### src/rtl/core/gnos_pkg.sv
package gnos_pkg;

   localparam int DEFAULT_MAP_SIDE   = 256;
   localparam int DEFAULT_MAX_RADIUS = 31;

   localparam int CELL_W     = 8;
   localparam int COORD_W    = 16;
   localparam int DIM_W      = 9;
   localparam int RAD_W      = 5;
   localparam int OFS_W      = RAD_W + 1;
   localparam int DIST_W     = 11;
   localparam int CSR_IDX_W  = 8;
   localparam int CSR_DATA_W = 16;

   localparam logic [DIM_W-1:0]         RESET_MAP_WIDTH  = 9'd256;
   localparam logic [DIM_W-1:0]         RESET_MAP_HEIGHT = 9'd256;
   localparam logic [RAD_W-1:0]         RESET_RADIUS     = 5'd10;
   localparam logic signed [CELL_W-1:0] RESET_THRESHOLD  = 8'sd100;

   typedef enum logic {
      FUNC_WRITE = 1'b0,
      FUNC_QUERY = 1'b1
   } func_type;

   localparam logic [CSR_IDX_W-1:0] CSR_MAP_WIDTH  = 8'd0;
   localparam logic [CSR_IDX_W-1:0] CSR_MAP_HEIGHT = 8'd1;
   localparam logic [CSR_IDX_W-1:0] CSR_RADIUS     = 8'd2;
   localparam logic [CSR_IDX_W-1:0] CSR_THRESHOLD  = 8'd3;

   typedef struct packed {
      logic                    valid;
      logic                    in_map;
      logic                    last;
      logic signed [OFS_W-1:0] dx;
      logic signed [OFS_W-1:0] dy;
   } scan_tag_type;

endpackage

### src/rtl/core/gnos_scan_seq.sv
module gnos_scan_seq import gnos_pkg::*; #(
   parameter int MAP_SIDE = DEFAULT_MAP_SIDE,
   localparam int AddrW = $clog2(MAP_SIDE * MAP_SIDE)
) (
   input  logic             clock,
   input  logic             reset,
   input  logic             start,
   input  logic [DIM_W-1:0] start_x,
   input  logic [DIM_W-1:0] start_y,
   input  logic [RAD_W-1:0] radius,
   input  logic [DIM_W-1:0] eff_width,
   input  logic [DIM_W-1:0] eff_height,
   output logic [AddrW-1:0] rd_addr,
   output scan_tag_type     tag
);

   localparam int NbW = DIM_W + 2;

   logic                    active_ff, active_in;
   logic [RAD_W-1:0]        r_ff, r_in;
   logic signed [OFS_W-1:0] dx_ff, dx_in;
   logic signed [OFS_W-1:0] dy_ff, dy_in;
   logic [DIM_W-1:0]        cx_ff, cx_in;
   logic [DIM_W-1:0]        cy_ff, cy_in;
   scan_tag_type            tag_ff, tag_in;

   logic signed [OFS_W-1:0] r_pos;
   logic signed [OFS_W-1:0] start_neg;
   logic                    row_end;
   logic                    last;
   logic signed [NbW-1:0]   nx;
   logic signed [NbW-1:0]   ny;
   logic                    in_map;

   always_comb begin
      r_pos     = $signed({1'b0, r_ff});
      start_neg = -$signed({1'b0, radius});
      row_end   = (dx_ff == r_pos);
      last      = row_end && (dy_ff == r_pos);
      nx        = $signed({2'b00, cx_ff}) + NbW'(dx_ff);
      ny        = $signed({2'b00, cy_ff}) + NbW'(dy_ff);
      in_map    = !nx[NbW-1] && !ny[NbW-1] &&
                  (nx[DIM_W:0] < {1'b0, eff_width}) &&
                  (ny[DIM_W:0] < {1'b0, eff_height});
      rd_addr   = AddrW'(ny[DIM_W:0]) * AddrW'(MAP_SIDE) + AddrW'(nx[DIM_W:0]);

      active_in = active_ff;
      r_in      = r_ff;
      dx_in     = dx_ff;
      dy_in     = dy_ff;
      cx_in     = cx_ff;
      cy_in     = cy_ff;
      if (start) begin
         active_in = 1'b1;
         r_in      = radius;
         dx_in     = start_neg;
         dy_in     = start_neg;
         cx_in     = start_x;
         cy_in     = start_y;
      end else if (active_ff) begin
         if (last) begin
            active_in = 1'b0;
         end else if (row_end) begin
            dx_in = -r_pos;
            dy_in = dy_ff + OFS_W'(1);
         end else begin
            dx_in = dx_ff + OFS_W'(1);
         end
      end

      tag_in.valid  = active_ff;
      tag_in.in_map = in_map;
      tag_in.last   = last;
      tag_in.dx     = dx_ff;
      tag_in.dy     = dy_ff;
   end

   always_ff @(posedge clock) begin
      if (reset) begin
         active_ff    <= 1'b0;
         tag_ff.valid <= 1'b0;
      end else begin
         active_ff    <= active_in;
         tag_ff.valid <= tag_in.valid;
      end
      r_ff          <= r_in;
      dx_ff         <= dx_in;
      dy_ff         <= dy_in;
      cx_ff         <= cx_in;
      cy_ff         <= cy_in;
      tag_ff.in_map <= tag_in.in_map;
      tag_ff.last   <= tag_in.last;
      tag_ff.dx     <= tag_in.dx;
      tag_ff.dy     <= tag_in.dy;
   end

   assign tag = tag_ff;

endmodule

### config.mk
export PLATFORM = sky130hd
export DESIGN_NAME = gnos_scan_seq
export DESIGN_NICKNAME = d
export VERILOG_FILES = /design/src/rtl/core/gnos_pkg.sv /design/src/rtl/core/gnos_scan_seq.sv
export SDC_FILE = /design/constraint.sdc
export NUM_CORES = 1
export LEC_CHECK = 0
export ABC_CLOCK_PERIOD_IN_PS = 7400
export BUFFER_PORTS_ARGS = -buffer_cell sky130_fd_sc_hd__buf_4
export CORE_ASPECT_RATIO = 0.9
export CORE_UTILIZATION = 30
export DETAILED_ROUTE_END_ITERATION = 12
export HOLD_SLACK_MARGIN = 0.05
export SETUP_SLACK_MARGIN = 0.15
export SLEW_MARGIN = 20
export SYNTH_ARGS = -nofsm -noshare
export SYNTH_HDL_FRONTEND = slang
export SYNTH_SLANG_ARGS = --single-unit
### constraint.sdc
create_clock -name clock -period 7.4 [get_ports clock]
set_input_delay 0.74 -clock clock [delete_from_list [all_inputs] [get_ports clock]]
set_output_delay 0.74 -clock clock [all_outputs]
set_load 0.05 [all_outputs]
==> results_dict.tcl, run 1 <==
set metrics [dict create \
    status "finished, final reports clean" \
    rsz0062_at_grt "no" \
    instances_no_fill 587 \
    syn_nets 444 \
    cts_buffer_depth 2 \
    hpwl_um 6460 \
    grt_overflow 0 \
    finalNetCount 518 \
    dr.first_iter.drc_count 110 \
    via_count 2780 \
    clk_latency_ns 0.29 \
    critPathLaunchType "register" \
    synthCells 356 \
    cts_buffers 5 \
    start_util_pct 30.7 \
    ant_nets 0 \
    p_leak_uw 0.00192 \
    cpPeakStageDelay_ns 0.49 \
    cts_hold_buf 0 \
    drv_cap 0 \
    cts_resized 0 \
    endpoint_kind "output port" \
    numPortBuffers 74 \
    ys.flop_type "edfxtp_1" \
    fp.dieW_um 116 \
    ys_seq_area_share_pct 39.1 \
    dp_cells 579 \
    syn2layout_area_growth_pct 24.6 \
    fin_skew_ns 0.00701 \
    dieHeight_um 105 \
    ys_top_cells_by_area "edfxtp_1 30%, ha_1 15%, dfxtp_1 9.1%" \
    clkSlewWorstSetupHoldPaths_ns 0.07 \
    post-route-drc-count 0 \
    min_period_ns 4.99 \
    p_per_area_nw_per_um2 265 \
    crit_family "adder cells" \
    clock_sinks 51 \
    diodes 0 \
    synth.most_common_cell "ha_1" \
    cp_data_required_time_ns 6.66 \
    synth_top_area_share_pct 29.9 \
    final_max_slew_viol_count 0 \
    drt-total-wl_um 8090 \
    syn_area_per_cell_um2 9.86 \
    critPathKind "register to output port" \
    grt_pass1_vias 2841 \
    worstPathMaxFanout 7 \
    fin_crit_sh_pct 67.4 \
    place.gp.congestion 0.816 \
    drive_gt1_share_pct 21.3 \
    cpMaxStageDelayCell "edfxtp_1" \
    synth_largest_area_cell "edfxtp_1" \
    fin_util_pct 38.2 \
    worst_pin_slew_ns 0.596 \
    crit_top_cell "nor2_1" \
    grt_first_pass_wirelength_um 13300 \
    htree_levels 2 \
    synthTopCellsByCount "42 x ha_1, 35 x edfxtp_1, 31 x inv_1, 27 x nor2_1" \
    synthDistinctLibCells 50 \
    syn_area_um2 3510 \
    die-area_um2 12100 \
    ys_ff_latch 51 \
    wl_per_cell_um 13.8 \
    async_reset_ff_share_pct 0 \
    cts_tree "built" \
    cp_cell_sequence "ha_1, fa_1, a211oi_1, nor2_1, o31a_1, nor2_1, nor2b_1, nor2_1, xnor2_1, ha_1, nand3_1, a2111o_1, o211ai_2, nand4_2, nand2b_1, xnor2_1, buf_4" \
    drt_first_pass_iters 4 \
    ir_drop_v 0.000118 \
    ios 75 \
    coreArea_um2 11400 \
    track_usage_pct 13.8 \
    routed_via_density 4.74 \
    synth_edf_count 35 \
    hold_viol 0 \
    grt_max_degree 44 \
    setup_viol 0 \
    grt_antenna_before_repair 0 \
    max_freq_ghz 0.200 \
    post_cts_buffers 0 \
    finalSetupTns_ns 0 \
    root_buffer "clkbuf_16" \
    worst-path-buf-inv 1 \
    yosysWarnings 0 \
    crit_arrival_ns 4.25 \
    min_path_type "register to register" \
    rows 37 \
    hold_ws_ns 0.484 \
    maxSlewHeadroom_pct 60.2 \
]
stage by stage:
stage | setup WS [ns] | total power, uW | instance area, um^2
floorplan | 2.60 | 783 | 3510
global placement | 2.74 | 934 | 4230
detailed placement | 2.72 | 941 | 4230
CTS | 2.40 | 1170 | 4370
global route | 2.12 | 1230 | 4370
finish | 2.41 | 1160 | 4370
cell families (layout without fill, tap and decap cells):
kind of cell | Yosys count | count (layout) | share of synthesized area (%)
flops | 51 | 51 | 39.1
compound gates | 80 | 80 | 15.3
xor+xnor | 42 | 42 | 10.5
buf+inv | 39 | 114 | 4.28
fa+ha+maj | 44 | 44 | 16.1
simple gates | 97 | 97 | 13.9
mux | 3 | 3 | 0.856
sequential cells by signal (all words and copies together), names as in the netlist:
register and flops:
dy_ff 6, cx_ff 9, cy_ff 9, tag 15
dx_ff 6, r_ff 5, active_ff 1
path summary, 6_finish.rpt:
kind / start / endpoint / slack (ns) / depth (start not counted)
max reg2reg: dx_ff[0] / tag[13] / 4.05 / 12
max: dx_ff[0] / rd_addr[11] / 2.41 / 17
min reg2reg: active_ff / tag[14] / 0.48 / 1
min: active_ff / tag[14] / 0.48 / 1
layout by cell type, fill, tap and decap left out, types with 2 or more instances in the layout:
master	Yosys	routed
fa_1	2	2
a21oi_1	19	19
nor4_1	2	2
nor2_1	27	27
o21ai_0	17	17
a21o_1	9	9
o21a_1	5	5
nand4_1	7	7
a31oi_1	3	3
a211oi_2	2	2
nor2b_1	4	4
edfxtp_1	35	35
inv_1	31	31
dfxtp_1	16	16
nand3_1	16	16
nor3_1	3	3
o21ai_1	5	5
xor2_1	21	21
buf_4	0	74
and2_1	2	2
xnor2_1	21	21
o211ai_1	2	2
nand2b_1	3	3
o21bai_1	2	2
mux2i_1	3	3
ha_1	42	42
clkbuf_16	0	5
a211oi_1	7	7
nand2_1	21	21
or3_1	2	2
power breakdown:
group / switching [uW] / total (uW) / internal [uW] / leakage, uW
Clock: 98.4 / 223 / 125 / 0.0000669
Sequential: 28.4 / 364 / 335 / 0.000478
Combinational: 363 / 569 / 206 / 0.00137
Total: 490 / 1160 / 667 / 0.00192
per-layer routing:
metal,vias to the layer above,GRT usage (%),routed length (um)
li1,1417,-,-
met1,1282,17.6,3630
met2,69,23.5,3980
met3,12,1.45,336
met4,0,5.49,155
met5,-,0,0
final cells by class:
class | instances | area, um^2
clock buffer | 6 | 129
clock inverter | 2 | 12.5
inverter | 32 | 120
tap | 156 | 195
sequential | 51 | 1370
timing repair buffer | 74 | 556
multi-input combinational | 266 | 1990
fill | 1176 | 7060
No activity file was read; power rests on OpenSTA's default activity.
==> inputs of run 2 (changes only) <==
--- a/config.mk
+++ b/config.mk
@@ -5,7 +5,7 @@
 export SDC_FILE = /design/constraint.sdc
 export NUM_CORES = 1
 export LEC_CHECK = 0
-export ABC_CLOCK_PERIOD_IN_PS = 7400
+export ABC_CLOCK_PERIOD_IN_PS = 4170
 export BUFFER_PORTS_ARGS = -buffer_cell sky130_fd_sc_hd__buf_4
 export CORE_ASPECT_RATIO = 0.9
 export CORE_UTILIZATION = 30
==> constraint.sdc (replaced) <==
create_clock -name clock -period 4.17 [get_ports clock]
set_input_delay 0.417 -clock clock [delete_from_list [all_inputs] [get_ports clock]]
set_output_delay 0.417 -clock clock [all_outputs]
set_load 0.05 [all_outputs]
==> results_dict.tcl, run 2 (same netlist as run 1, synthesis figures left out) <==
set metrics [dict create \
    hold_depth 2 \
    via_count 2985 \
    violations "setup timing" \
    min_path_type "input pin to register" \
    cpPeakStageDelay_ns 0.44 \
    maxSlewHeadroom_pct 53.3 \
    final_cell_mix "107 x buf_4, 39 x ha_1, 35 x edfxtp_1" \
    post-route-drc-count 0 \
    cpMaxStageDelayCell "edfxtp_1" \
    drt-total-wl_um 9170 \
    min-delay-start "reset" \
    rsz0062_at_grt "yes" \
    cp_data_required_time_ns 4.37 \
    grt_pass1_vias 3011 \
    worst-path-buf-inv 19 \
    root_buffer "clkbuf_16" \
    grt_max_degree 44 \
    largest_reg_flops 15 \
    ios 75 \
    coreArea_um2 11400 \
    r2r_end "tag[13]" \
    dieHeight_um 105 \
    crit_family "buffers and inverters" \
    finalNetCount 561 \
    rows 37 \
    hpwl_um 6510 \
    critPathKind "register to register" \
    hold_ws_ns 0.287 \
    drv_cap 0 \
    gr-usage-met1_pct 19.5 \
    crit_arrival_ns 4.48 \
    grt_antenna_before_repair 0 \
    ir_drop_v 0.000167 \
    min_period_ns 4.28 \
    die-area_um2 12100 \
    routed_via_density 4.74 \
    r2r-start "dx_ff[0]" \
    dp_cells 585 \
    hold_viol 0 \
    use_met2_pct 25.6 \
    p_per_area_nw_per_um2 481 \
    cts_buffer_depth 2 \
    cp.depth 27 \
    place.gp.congestion 0.861 \
    clock_sinks 51 \
    wl_per_cell_um 14.6 \
    instances_no_fill 630 \
    dr.first_iter.drc_count 153 \
    setup_viol 5 \
    final_max_slew_viol_count 0 \
    ant_nets 0 \
    grt-busiest-layer "met2" \
    crit_top_cell "buf_4" \
    grt_overflow 0 \
    syn2layout_area_growth_pct 40.2 \
    fp.dieW_um 116 \
    cts_buffers 5 \
    drive_gt1_share_pct 32.5 \
    finalPower_uw 2370 \
    max_freq_ghz 0.233 \
    grtUsageMet3_pct 2.32 \
    worst_pin_slew_ns 0.699 \
    ff2ff_path_depth 27 \
    numPortBuffers 74 \
    p_leak_uw 0.00221 \
    htree_levels 2 \
    diodes 0 \
    critPathLaunchType "register" \
    worstPathMaxFanout 2 \
    min_to "tag[14]" \
    finalWorstSetupSlack_ns -0.114 \
    endpoint_kind "register" \
    clk_latency_ns 0.29 \
    cts_tree "built" \
    clkSlewWorstSetupHoldPaths_ns 0.07 \
    mostFrequentLayoutCell "buf_4" \
    fin_skew_ns 0.00344 \
    fin_crit_sh_pct 103 \
    grt_first_pass_wirelength_um 14500 \
    fin_util_pct 43.0 \
    cts_hold_buf 0 \
    track_usage_pct 15.2 \
    start_util_pct 30.7 \
    reg2reg_slack_ns -0.11 \
    drt_first_pass_iters 4 \
    status "finished with violations" \
]
## run 2: changes by cell type in the layout (fill, tap and decap cells not counted), sizes merged
cell	previous run	this run
buf	74	117
clkinvlp	1	0
clkinv	2	1
inv	31	32
bufinv	0	1
## run 2: power breakdown
part	total (uW)	internal, uW	switching, uW
Combinational	1260	520	744
Sequential	637	595	41.9
Clock	468	286	182
## run 2: worst max path at each step
stage	from	endpoint	slack [ns]
2_1_floorplan	dx_ff[0]	rd_addr[11]	0.02
3_3_place_gp	dx_ff[0]	rd_addr[13]	0.12
3_5_place_dp	dx_ff[0]	rd_addr[13]	-0.007
4_1_cts	dx_ff[0]	rd_addr[11]	-0.06
5_1_grt	dx_ff[0]	rd_addr[11]	-0.24
6_report	dx_ff[0]	tag[13]	-0.11
## run 2: metal layers
| metal | share of wire, % | up-vias | wire length, um |
|---|---|---|---|
| met1 | 43 | 1369 | 3910 |
| met4 | 2.1 | 0 | 197 |
| li1 | - | 1500 | - |
| met5 | 0 | - | 0 |
| met3 | 6.1 | 14 | 563 |
| met2 | 49 | 102 | 4490 |
## run 2: what timing repair did
| item | 4_1_cts | 5_1_grt |
|---|---|---|
| resized for setup | 22 | 6 |
| pin swaps | 13 | 6 |
| endpoints found under the hold margin | 0 | 0 |
| endpoints found under the setup margin | 6 | 7 |
| buffers inserted | 35 | 2 |
## run 2: area by class of cell
cell class                 instances  area (um^2)
clock buffer                       6          129
clock inverter                     2         38.8
fill                            1076         6510
inverter                          32          120
multi-input combinational        266         2150
sequential                        51         1370
tap                              156          195
timing repair buffer             117          916
## run 2: through the flow
stage	setup TNS (ns)	worst slack [ns]	area, um^2
5_1_grt	-1.04	-0.242	4920
2_1_floorplan	0	0.0240	3580
3_5_place_dp	-0.00703	-0.00703	4350
6_report	-0.363	-0.114	4920
3_3_place_gp	0	0.120	4350
4_1_cts	-0.0963	-0.0581	4890
