==> config.mk <==
export PLATFORM = sky130hd
export DESIGN_NAME = gnos_dist_unit
export DESIGN_NICKNAME = d
export VERILOG_FILES = /design/src/rtl/core/gnos_pkg.sv /design/src/rtl/core/gnos_dist_unit.sv
export SDC_FILE = /design/constraint.sdc
export NUM_CORES = 1
export LEC_CHECK = 0
export BUFFER_PORTS_ARGS = -buffer_cell sky130_fd_sc_hd__buf_2
export CORE_MARGIN = 1.5
export CORE_UTILIZATION = 29
export CTS_CLUSTER_SIZE = 28
export DETAILED_ROUTE_END_ITERATION = 7
export PLACE_DENSITY = 0.56
export SLEW_MARGIN = 25
export SYNTH_ARGS = -nofsm -noshare
export SYNTH_HDL_FRONTEND = slang
export SYNTH_SLANG_ARGS = --single-unit
==> constraint.sdc <==
create_clock -name clock -period 7 [get_ports clock]
set_input_delay 0.35 -clock clock [delete_from_list [all_inputs] [get_ports clock]]
set_output_delay 0.35 -clock clock [all_outputs]
set_load 0.1 [all_outputs]
==> src/rtl/core/gnos_pkg.sv <==
package gnos_pkg;

   localparam int DEFAULT_MAP_SIDE   = 256;
   localparam int DEFAULT_MAX_RADIUS = 31;

   localparam int CELL_W     = 8;
   localparam int COORD_W    = 16;
   localparam int DIM_W      = 9;
   localparam int RAD_W      = 5;
   localparam int OFS_W      = RAD_W + 1;
   localparam int DIST_W     = 11;
   localparam int CSR_IDX_W  = 8;
   localparam int CSR_DATA_W = 16;

   localparam logic [DIM_W-1:0]         RESET_MAP_WIDTH  = 9'd256;
   localparam logic [DIM_W-1:0]         RESET_MAP_HEIGHT = 9'd256;
   localparam logic [RAD_W-1:0]         RESET_RADIUS     = 5'd10;
   localparam logic signed [CELL_W-1:0] RESET_THRESHOLD  = 8'sd100;

   typedef enum logic {
      FUNC_WRITE = 1'b0,
      FUNC_QUERY = 1'b1
   } func_type;

   localparam logic [CSR_IDX_W-1:0] CSR_MAP_WIDTH  = 8'd0;
   localparam logic [CSR_IDX_W-1:0] CSR_MAP_HEIGHT = 8'd1;
   localparam logic [CSR_IDX_W-1:0] CSR_RADIUS     = 8'd2;
   localparam logic [CSR_IDX_W-1:0] CSR_THRESHOLD  = 8'd3;

   typedef struct packed {
      logic                    valid;
      logic                    in_map;
      logic                    last;
      logic signed [OFS_W-1:0] dx;
      logic signed [OFS_W-1:0] dy;
   } scan_tag_type;

endpackage

==> src/rtl/core/gnos_dist_unit.sv <==
module gnos_dist_unit import gnos_pkg::*; (
   input  logic                     clock,
   input  logic                     reset,
   input  logic                     clear,
   input  scan_tag_type             tag,
   input  logic signed [CELL_W-1:0] rd_cost,
   input  logic signed [CELL_W-1:0] threshold,
   output logic                     done,
   output logic                     found,
   output logic [DIST_W-1:0]        best
);

   logic              done_ff, done_in;
   logic              found_ff, found_in;
   logic [DIST_W-1:0] best_ff, best_in;

   logic signed [2*OFS_W-1:0] dx_sq;
   logic signed [2*OFS_W-1:0] dy_sq;
   logic [DIST_W-1:0]         dist_sq;
   logic                      hit;

   always_comb begin
      dx_sq   = tag.dx * tag.dx;
      dy_sq   = tag.dy * tag.dy;
      dist_sq = DIST_W'(unsigned'(dx_sq)) + DIST_W'(unsigned'(dy_sq));
      hit     = tag.valid && tag.in_map && (rd_cost >= threshold);

      done_in  = tag.valid && tag.last;
      found_in = found_ff;
      best_in  = best_ff;
      if (clear) begin
         found_in = 1'b0;
         best_in  = '0;
      end else if (hit && (!found_ff || dist_sq < best_ff)) begin
         found_in = 1'b1;
         best_in  = dist_sq;
      end
   end

   always_ff @(posedge clock) begin
      if (reset) begin
         done_ff  <= 1'b0;
         found_ff <= 1'b0;
      end else begin
         done_ff  <= done_in;
         found_ff <= found_in;
      end
      best_ff <= best_in;
   end

   assign done  = done_ff;
   assign found = found_ff;
   assign best  = best_ff;

endmodule

==> impl_metrics.tcl, run 1 <==
set metrics [dict create \
    ys_async_sr_fraction_pct 0 \
    finalSetupViolCount 0 \
    rsz0062_at_grt "false" \
    place.detailed.hpwl_mm 5.302 \
    ant_nets 0 \
    max_slew.worst_pin.slew_ns 0.8885 \
    worstSkewPairLatency_ns 0.24 \
    post_cts_buffers 0 \
    reg2reg_slack_ns 5.01 \
    clock_sinks 13 \
    drt_wl_total_mm 5.838 \
    drive_gt1_share_pct 14.52 \
    row_count 36 \
    synthToLayoutAreaGrowth_pct 14.74 \
    crit_type "in -> reg" \
    cts_tree "built" \
    slew_headroom_pct 40.50 \
    synth-seq-area-share_pct 8.758 \
    cp_slowest_cell "fa_1" \
    finalCriticalPeriod_ns 6.150 \
    cp_max_fo 11 \
    die_y_um 104.2 \
    clock_skew_ns 0.001553 \
    worstHoldPathType "in -> reg" \
    hold_viol 0 \
    ys_seq_elements 13 \
    r2r-start "best[1]" \
    status "complete, no violations" \
    vias 2198 \
    holdPathEnd "done" \
    htree_levels 1 \
    maxCapViolCount 0 \
    dr.pass1.iters 6 \
    clk_pin_slew_ns 0.05 \
    clock.fmax_mhz 162.6 \
    critPathArrivalTime_ns 6.32 \
    synth_edf_count 0 \
    worst_r2r_path_depth 8 \
    syn_area_um2 2972 \
    dieArea_um2 10860 \
    grt_max_degree 13 \
    min_from "reset" \
    n_antenna_cell 0 \
    yosysWarnings 0 \
    synth_cells 325 \
    grt_util_all_layers_pct 11.65 \
    crit_family "adder cells" \
    maxSlewViolCount 0 \
    required_ns 7.17 \
    synth-main-ff-cell "dfxtp_1" \
    routedWlPerCell_um 11.56 \
    syn_area_per_cell_um2 9.143 \
    path_cells "buf_2 > inv_1 > nor2_1 > fa_1 > inv_1 > fa_1 > inv_1 > fa_1 > inv_1 > fa_1 > fa_1 > inv_1 > fa_1 > ha_1 > a21o_1 > a21oi_1 > xnor2_1 > ha_1 > a22oi_1 > nand2_1 > a31oi_1 > o22a_1 > a21oi_1 > nor3_2" \
    port_buffers 46 \
    crit_buf_inv 6 \
    setup_tns_ns 0 \
    synth_cell_types 34 \
    end_kind "flop" \
    ios 47 \
    whs_path_depth 2 \
    fin_nets 502 \
    clockBufferDepth 2 \
    dp_worst_setup_slack_ns 0.5663 \
    antenna_found_initial 0 \
    cpMostUsedCell "fa_1" \
    synth_fp_nets 454 \
    grt_pass1_vias 2349 \
    grt-ovfl-total 0 \
    drcViolationCount 0 \
    rr_endpoint "best[10]" \
    grt_pass1_wl_mm 10.42 \
    drt-initial-drc-count 49 \
    cpPeakStageDelay_ns 0.55 \
    die_w_um 104.2 \
    cts-root-buf "clkbuf_8" \
    avgViaCountPerCell 4.352 \
    setup_ws_ns 0.8497 \
    cts_resized 0 \
    ctsHoldBuffers 0 \
    start_util_pct 30.12 \
    cts_made_buffers 3 \
    fin_crit_sh_pct 87.86 \
    place.gp.congestion 0.7891 \
    coreArea_um2 9864 \
    start_kind "input pin" \
]
## cells in the final DEF (no fill, tap or decap), drive strengths merged, types with 5 or more instances in the layout
cell type,n
inv,81
fa,52
buf,49
ha,43
and2,21
a21oi,19
nand2,14
dfxtp,13
xnor2,12
o21ai,11
nand3,10
nand2b,6
nor2,5
nor3,5
## metal layers
layer  vias up  track usage (%)  wire (um)
met5         -                0          0
met4         0            1.885         52
met3         6            2.318        232
met2        35            20.06       2944
met1      1058            15.33       2608
li1       1099                -          -
## worst max path at each step
stage	startpoint	to	slack, ns	depth (start not counted)
2_1_floorplan	tag[11]	best[7]	0.99	24
3_5_place_dp	tag[5]	best[3]	0.57	25
3_3_place_gp	tag[5]	best[4]	0.59	25
4_1_cts	tag[5]	best[3]	0.81	25
5_1_grt	tag[5]	best[8]	0.45	25
6_report	tag[5]	best[10]	0.85	24
## cell usage after synthesis, types with 2 or more instances
cell type	n	area share [%]
fa_1	52	35
nor3_1	4	0.67
a21oi_1	19	3.2
nor2_1	5	0.63
nand2_1	14	1.8
and2b_1	2	0.51
nand3_1	10	1.7
dfxtp_1	13	8.8
xor2_1	4	1.2
o21a_1	2	0.51
nand2b_1	6	1.3
nor2b_1	4	0.84
ha_1	43	18
xnor2_1	11	3.2
and2_1	21	4.4
buf_2	3	0.51
inv_1	81	10
a21o_1	3	0.76
a211oi_1	2	0.51
clkbuf_1	3	0.38
o21ai_0	10	1.7
## cells by family after synthesis
logic type / after synthesis / share of synthesized area (%)
adder cells (fa/ha/maj): 95 / 53.14
XOR/XNOR: 17 / 5.726
AO/OA/AOI/OAI: 45 / 8.927
AND/OR/NAND/NOR: 68 / 12.34
buffers and inverters: 87 / 11.12
flip-flops: 13 / 8.758
## registers in the layout, indices dropped and copies added, names as in the netlist
name   flops
found      1
done       1
best      11
## area by class of cell
class | instances | area, um^2
Inverter | 81 | 304.0
Timing Repair Buffer | 49 | 252.7
Tap cell | 133 | 166.4
Fill cell | 1029 | 6455
Clock buffer | 4 | 45.04
Sequential cell | 13 | 260.3
Multi-Input combinational cell | 225 | 2381
## through the flow
step / cell area (um^2) / cells / hold WS [ns] / util (%)
finish: 3410 / 505 / 0.2700 / 34.56
global placement: 3364 / 501 / 0.4853 / 34.11
floorplan: 2972 / 325 / 0.4197 / -
detailed placement: 3364 / 501 / 0.4854 / 34.11
CTS: 3410 / 505 / 0.2674 / 34.56
global route: 3410 / 505 / 0.2675 / 34.56
Power of run 1 is not shown: default switching activity piles up to over one toggle a cycle in this logic, so the estimate is an artifact.
==> inputs of run 2 (changes only) <==
Settings changed: CORE_UTILIZATION 29 to 59, PLACE_DENSITY 0.56 to 0.93.
==> run 2 against run 1 <==
Effect of this change:
- core utilization rose by 34 points
- flip-flop and latch count unchanged
- clock-buffer cell count unchanged
- clock skew about the same
- critical path type unchanged
- highest routed layer unchanged
==> impl_metrics.tcl, run 2 (same netlist as run 1, synthesis figures left out) <==
set metrics [dict create \
    place.gp.congestion 0.8702 \
    cts_resized 0 \
    grt_max_degree 13 \
    start_kind "input pin" \
    fin_nets 499 \
    slew_headroom_pct 47.08 \
    use_met2_pct 44.44 \
    cpMostUsedCell "fa_1" \
    cp_slowest_cell "o22ai_1" \
    use_met1_pct 31.11 \
    dp_worst_setup_slack_ns 0.3658 \
    post_cts_buffers 0 \
    place.detailed.hpwl_mm 5.103 \
    hold_viol 0 \
    top_usage_layer "met2" \
    status "complete, no violations" \
    die_w_um 73.97 \
    port_buffers 46 \
    routedWlPerCell_um 13.10 \
    setup_ws_ns 0.5634 \
    ctsHoldBuffers 0 \
    crit_family "adder cells" \
    required_ns 7.17 \
    maxSlewViolCount 0 \
    grt_util_all_layers_pct 24.07 \
    worst_r2r_path_depth 8 \
    clock.fmax_mhz 155.4 \
    maxCapViolCount 0 \
    cp_max_fo 11 \
    grt_pass1_vias 2408 \
    cts-root-buf "clkbuf_8" \
    fin_crit_sh_pct 91.95 \
    clock_skew_ns 0.001804 \
    ant_nets 0 \
    grt_pass1_wl_mm 10.31 \
    drcViolationCount 0 \
    drt_wl_total_mm 5.712 \
    vias 2289 \
    coreArea_um2 4786 \
    finalSetupViolCount 0 \
    reg2reg_slack_ns 4.85 \
    largest_register_ffs 11 \
    r2r-start "best[3]" \
    finalCriticalPeriod_ns 6.437 \
    grt-ovfl-total 0 \
    whs_path_depth 2 \
    min_from "reset" \
    cts_made_buffers 3 \
    drive_gt1_share_pct 13.82 \
    dieArea_um2 5472 \
    end_kind "flop" \
    rr_endpoint "best[3]" \
    start_util_pct 62.09 \
    clk_pin_slew_ns 0.05 \
    path_cells "buf_2 > inv_1 > nor2_1 > fa_1 > inv_1 > fa_1 > inv_1 > fa_1 > inv_1 > fa_1 > fa_1 > inv_1 > fa_1 > ha_1 > fa_1 > a21oi_1 > nor2_1 > nor2_1 > xnor2_1 > ha_1 > o2111ai_1 > o22ai_1 > o21ai_0 > a21oi_1" \
    ios 47 \
    n_antenna_cell 0 \
    max_slew.worst_pin.slew_ns 0.7903 \
    crit_type "in -> reg" \
    clock_sinks 13 \
    drt-initial-drc-count 121 \
    crit_buf_inv 6 \
    htree_levels 1 \
    setup_tns_ns 0 \
    final_common_cell "inv_1" \
    worstSkewPairLatency_ns 0.24 \
    synthToLayoutAreaGrowth_pct 11.20 \
    die_y_um 73.97 \
    fillerInstances 374 \
    antenna_found_initial 0 \
    critPathArrivalTime_ns 6.61 \
    row_count 25 \
    rsz0062_at_grt "false" \
    grt_util_met3_pct 2.168 \
    dr.pass1.iters 4 \
    holdPathEnd "done" \
    cts_tree "built" \
    worstHoldPathType "in -> reg" \
    avgViaCountPerCell 5.250 \
    final_cell_mix "inv_1 (81), fa_1 (52), buf_2 (46)" \
    clockBufferDepth 2 \
    cpPeakStageDelay_ns 0.62 \
]
## run 2: cell types whose count changed in the layout (fill, tap and decap cells not counted)
cell / change
buf_4: -3
## run 2: cell type report
class | count | area [um^2] | share of cell area (%)
timing repair buffer | 46 | 230.2 | 6.967
sequential | 13 | 260.3 | 7.876
inverter | 81 | 304.0 | 9.201
tap | 67 | 83.83 | 2.537
clock buffer | 4 | 45.04 | 1.363
multi-input combinational | 225 | 2381 | 72.06
## run 2: how the worst max path moves through the flow
stage | start | endpoint | slack (ns) | cells past startpoint
after global placement | tag[5] | best[6] | 0.56 | 24
after CTS | tag[5] | best[3] | 0.61 | 24
after floorplan | tag[11] | best[7] | 0.99 | 24
after detailed placement | tag[5] | best[3] | 0.37 | 24
after global routing | tag[5] | best[3] | 0.21 | 24
final | tag[5] | best[3] | 0.56 | 24
## run 2: layer usage
metal | wire length [um] | share of wire (%)
met4 | 43 | 0.75
met3 | 202 | 3.5
met2 | 3177 | 56
met5 | 0 | 0
met1 | 2288 | 40
## run 2: through the flow
stage | area (um^2) | utilization [%] | hold WS (ns) | instances
3_5_place_dp | 3259 | 68.10 | 0.4823 | 432
3_3_place_gp | 3259 | 68.10 | 0.4758 | 432
5_1_grt | 3304 | 69.05 | 0.2854 | 436
4_1_cts | 3304 | 69.05 | 0.2741 | 436
6_report | 3304 | 69.05 | 0.2770 | 436
2_1_floorplan | 2972 | - | 0.4197 | 325
Power of run 2 is left out for the same reason.
==> inputs of run 3 (changes only) <==
--- a/config.mk
+++ b/config.mk
@@ -8,2 +8,3 @@
 export BUFFER_PORTS_ARGS = -buffer_cell sky130_fd_sc_hd__buf_2
+export CORE_ASPECT_RATIO = 0.75
 export CORE_MARGIN = 1.5
@@ -13,2 +14,3 @@
 export PLACE_DENSITY = 0.93
+export REMOVE_ABC_BUFFERS = 1
 export SLEW_MARGIN = 25
==> constraint.sdc (replaced) <==
create_clock -name clock -period 7 [get_ports clock]
set_input_delay 0.7 -clock clock [delete_from_list [all_inputs] [get_ports clock]]
set_output_delay 0.7 -clock clock [all_outputs]
set_load 0.1 [all_outputs]
==> run 3 against run 2 <==
Effect of this change:
- register-to-register slack better by 0.08 ns
- die area hardly changed
- critical endpoint is now best[7]
- worst setup slack got worse by 0.21 ns
- via count rose by 3.3%
- maximum frequency shrank 3.2%
==> impl_metrics.tcl, run 3 (same netlist as run 1, synthesis figures left out) <==
set metrics [dict create \
    synthToLayoutAreaGrowth_pct 11.92 \
    grt_pass1_wl_mm 11.17 \
    status "complete, no violations" \
    max_slew.worst_pin.slew_ns 0.8475 \
    clock.fmax_mhz 150.4 \
    grt_util_all_layers_pct 26.04 \
    final_common_cell "inv_1" \
    htree_levels 1 \
    final_design_area_no_fill_um2 3326 \
    worstHoldPathType "reg -> reg" \
    finalCriticalPeriod_ns 6.650 \
    cp_max_fo 11 \
    dieArea_um2 5476 \
    dp_worst_setup_slack_ns -0.08620 \
    post_cts_buffers 0 \
    clock_sinks 13 \
    drcViolationCount 0 \
    clockBufferDepth 2 \
    start_kind "input pin" \
    cts_tree "built" \
    cts-root-buf "clkbuf_8" \
    n_antenna_cell 0 \
    row_count 22 \
    finalSetupViolCount 0 \
    cp_slowest_cell "fa_1" \
    worst_r2r_path_depth 8 \
    fin_crit_sh_pct 95.00 \
    drt_wl_total_mm 6.583 \
    clk_pin_slew_ns 0.06 \
    fin_nets 502 \
    antenna_found_initial 0 \
    place.detailed.hpwl_mm 5.679 \
    setup_ws_ns 0.3497 \
    maxSlewViolCount 0 \
    cpPeakStageDelay_ns 0.55 \
    ios 47 \
    largest_register_ffs 11 \
    final_core_util_pct 68.26 \
    ant_nets 0 \
    cpMostUsedCell "fa_1" \
    end_kind "flop" \
    whs_path_depth 2 \
    setup_tns_ns 0 \
    clock_skew_ns 0.002811 \
    drt-initial-drc-count 120 \
    avgViaCountPerCell 5.472 \
    coreArea_um2 4872 \
    maxCapViolCount 0 \
    port_buffers 46 \
    routedWlPerCell_um 15.24 \
    die_w_um 84.95 \
    start_util_pct 60.99 \
    grt_max_degree 13 \
    die_y_um 64.46 \
    path_cells "buf_2 > inv_1 > nor2_1 > fa_1 > inv_1 > fa_1 > inv_1 > fa_1 > inv_1 > fa_1 > fa_1 > inv_1 > fa_1 > ha_1 > a21o_1 > a21oi_1 > xnor2_1 > ha_1 > a22oi_1 > nand2_1 > a31oi_1 > o22a_2 > a21oi_1 > nor3_1" \
    place.gp.congestion 0.8510 \
    worstSkewPairLatency_ns 0.25 \
    grt_pass1_vias 2583 \
    final_cell_mix "inv_1 (81), fa_1 (52), buf_2 (46)" \
    slew_headroom_pct 43.25 \
    placedInstanceArea_um2 3273 \
    critPathArrivalTime_ns 6.82 \
    vias 2364 \
    cts_made_buffers 3 \
    dr.pass1.iters 4 \
    drive_gt1_share_pct 15.05 \
    hold_viol 0 \
    crit_type "in -> reg" \
    grt-ovfl-total 0 \
    cts_resized 0 \
    rsz0062_at_grt "false" \
    ctsHoldBuffers 0 \
    required_ns 7.17 \
]
run 3: cell types whose count changed in the layout (fill, tap and decap cells not counted), sizes merged:
cell  change
buf       +3
run 3: final cells by class:
type                            count  area [um^2]
Clock buffer                        4        45.04
Fill cell                         384         1546
Inverter                           81        304.0
Multi-Input combinational cell    225         2389
Sequential cell                    13        260.3
Tap cell                           60        75.07
Timing Repair Buffer               49        252.7
run 3: worst paths after layout:
kind / start / end / slack (ns)
max: tag[5] / best[7] / 0.35
min: best[1] / best[1] / 0.49
max reg2reg: best[5] / best[7] / 4.93
min reg2reg: best[1] / best[1] / 0.49
run 3: critical path: cells and delay by family:
family,cells,cell delay (ns)
buffers and inverters,6,0.52
AOI/OAI and AO/OA,6,1.37
xor gates and xnor gates,1,0.20
adders and majority gates,8,3.70
and+or+nand+nor,3,0.36
run 3: routing by layer:
metal | GRT usage, % | routed length, um
met5 | 0 | 0
met4 | 7.377 | 119
met3 | 5.350 | 292
met2 | 46.43 | 3506
met1 | 32.24 | 2665
run 3: per-stage QoR:
step,hold WS (ns),cells
6_report,0.4938,432
2_1_floorplan,0.7691,319
3_3_place_gp,0.4738,428
4_1_cts,0.4915,432
3_5_place_dp,0.4810,428
5_1_grt,0.5317,432
Power of run 3 is left out for the same reason.
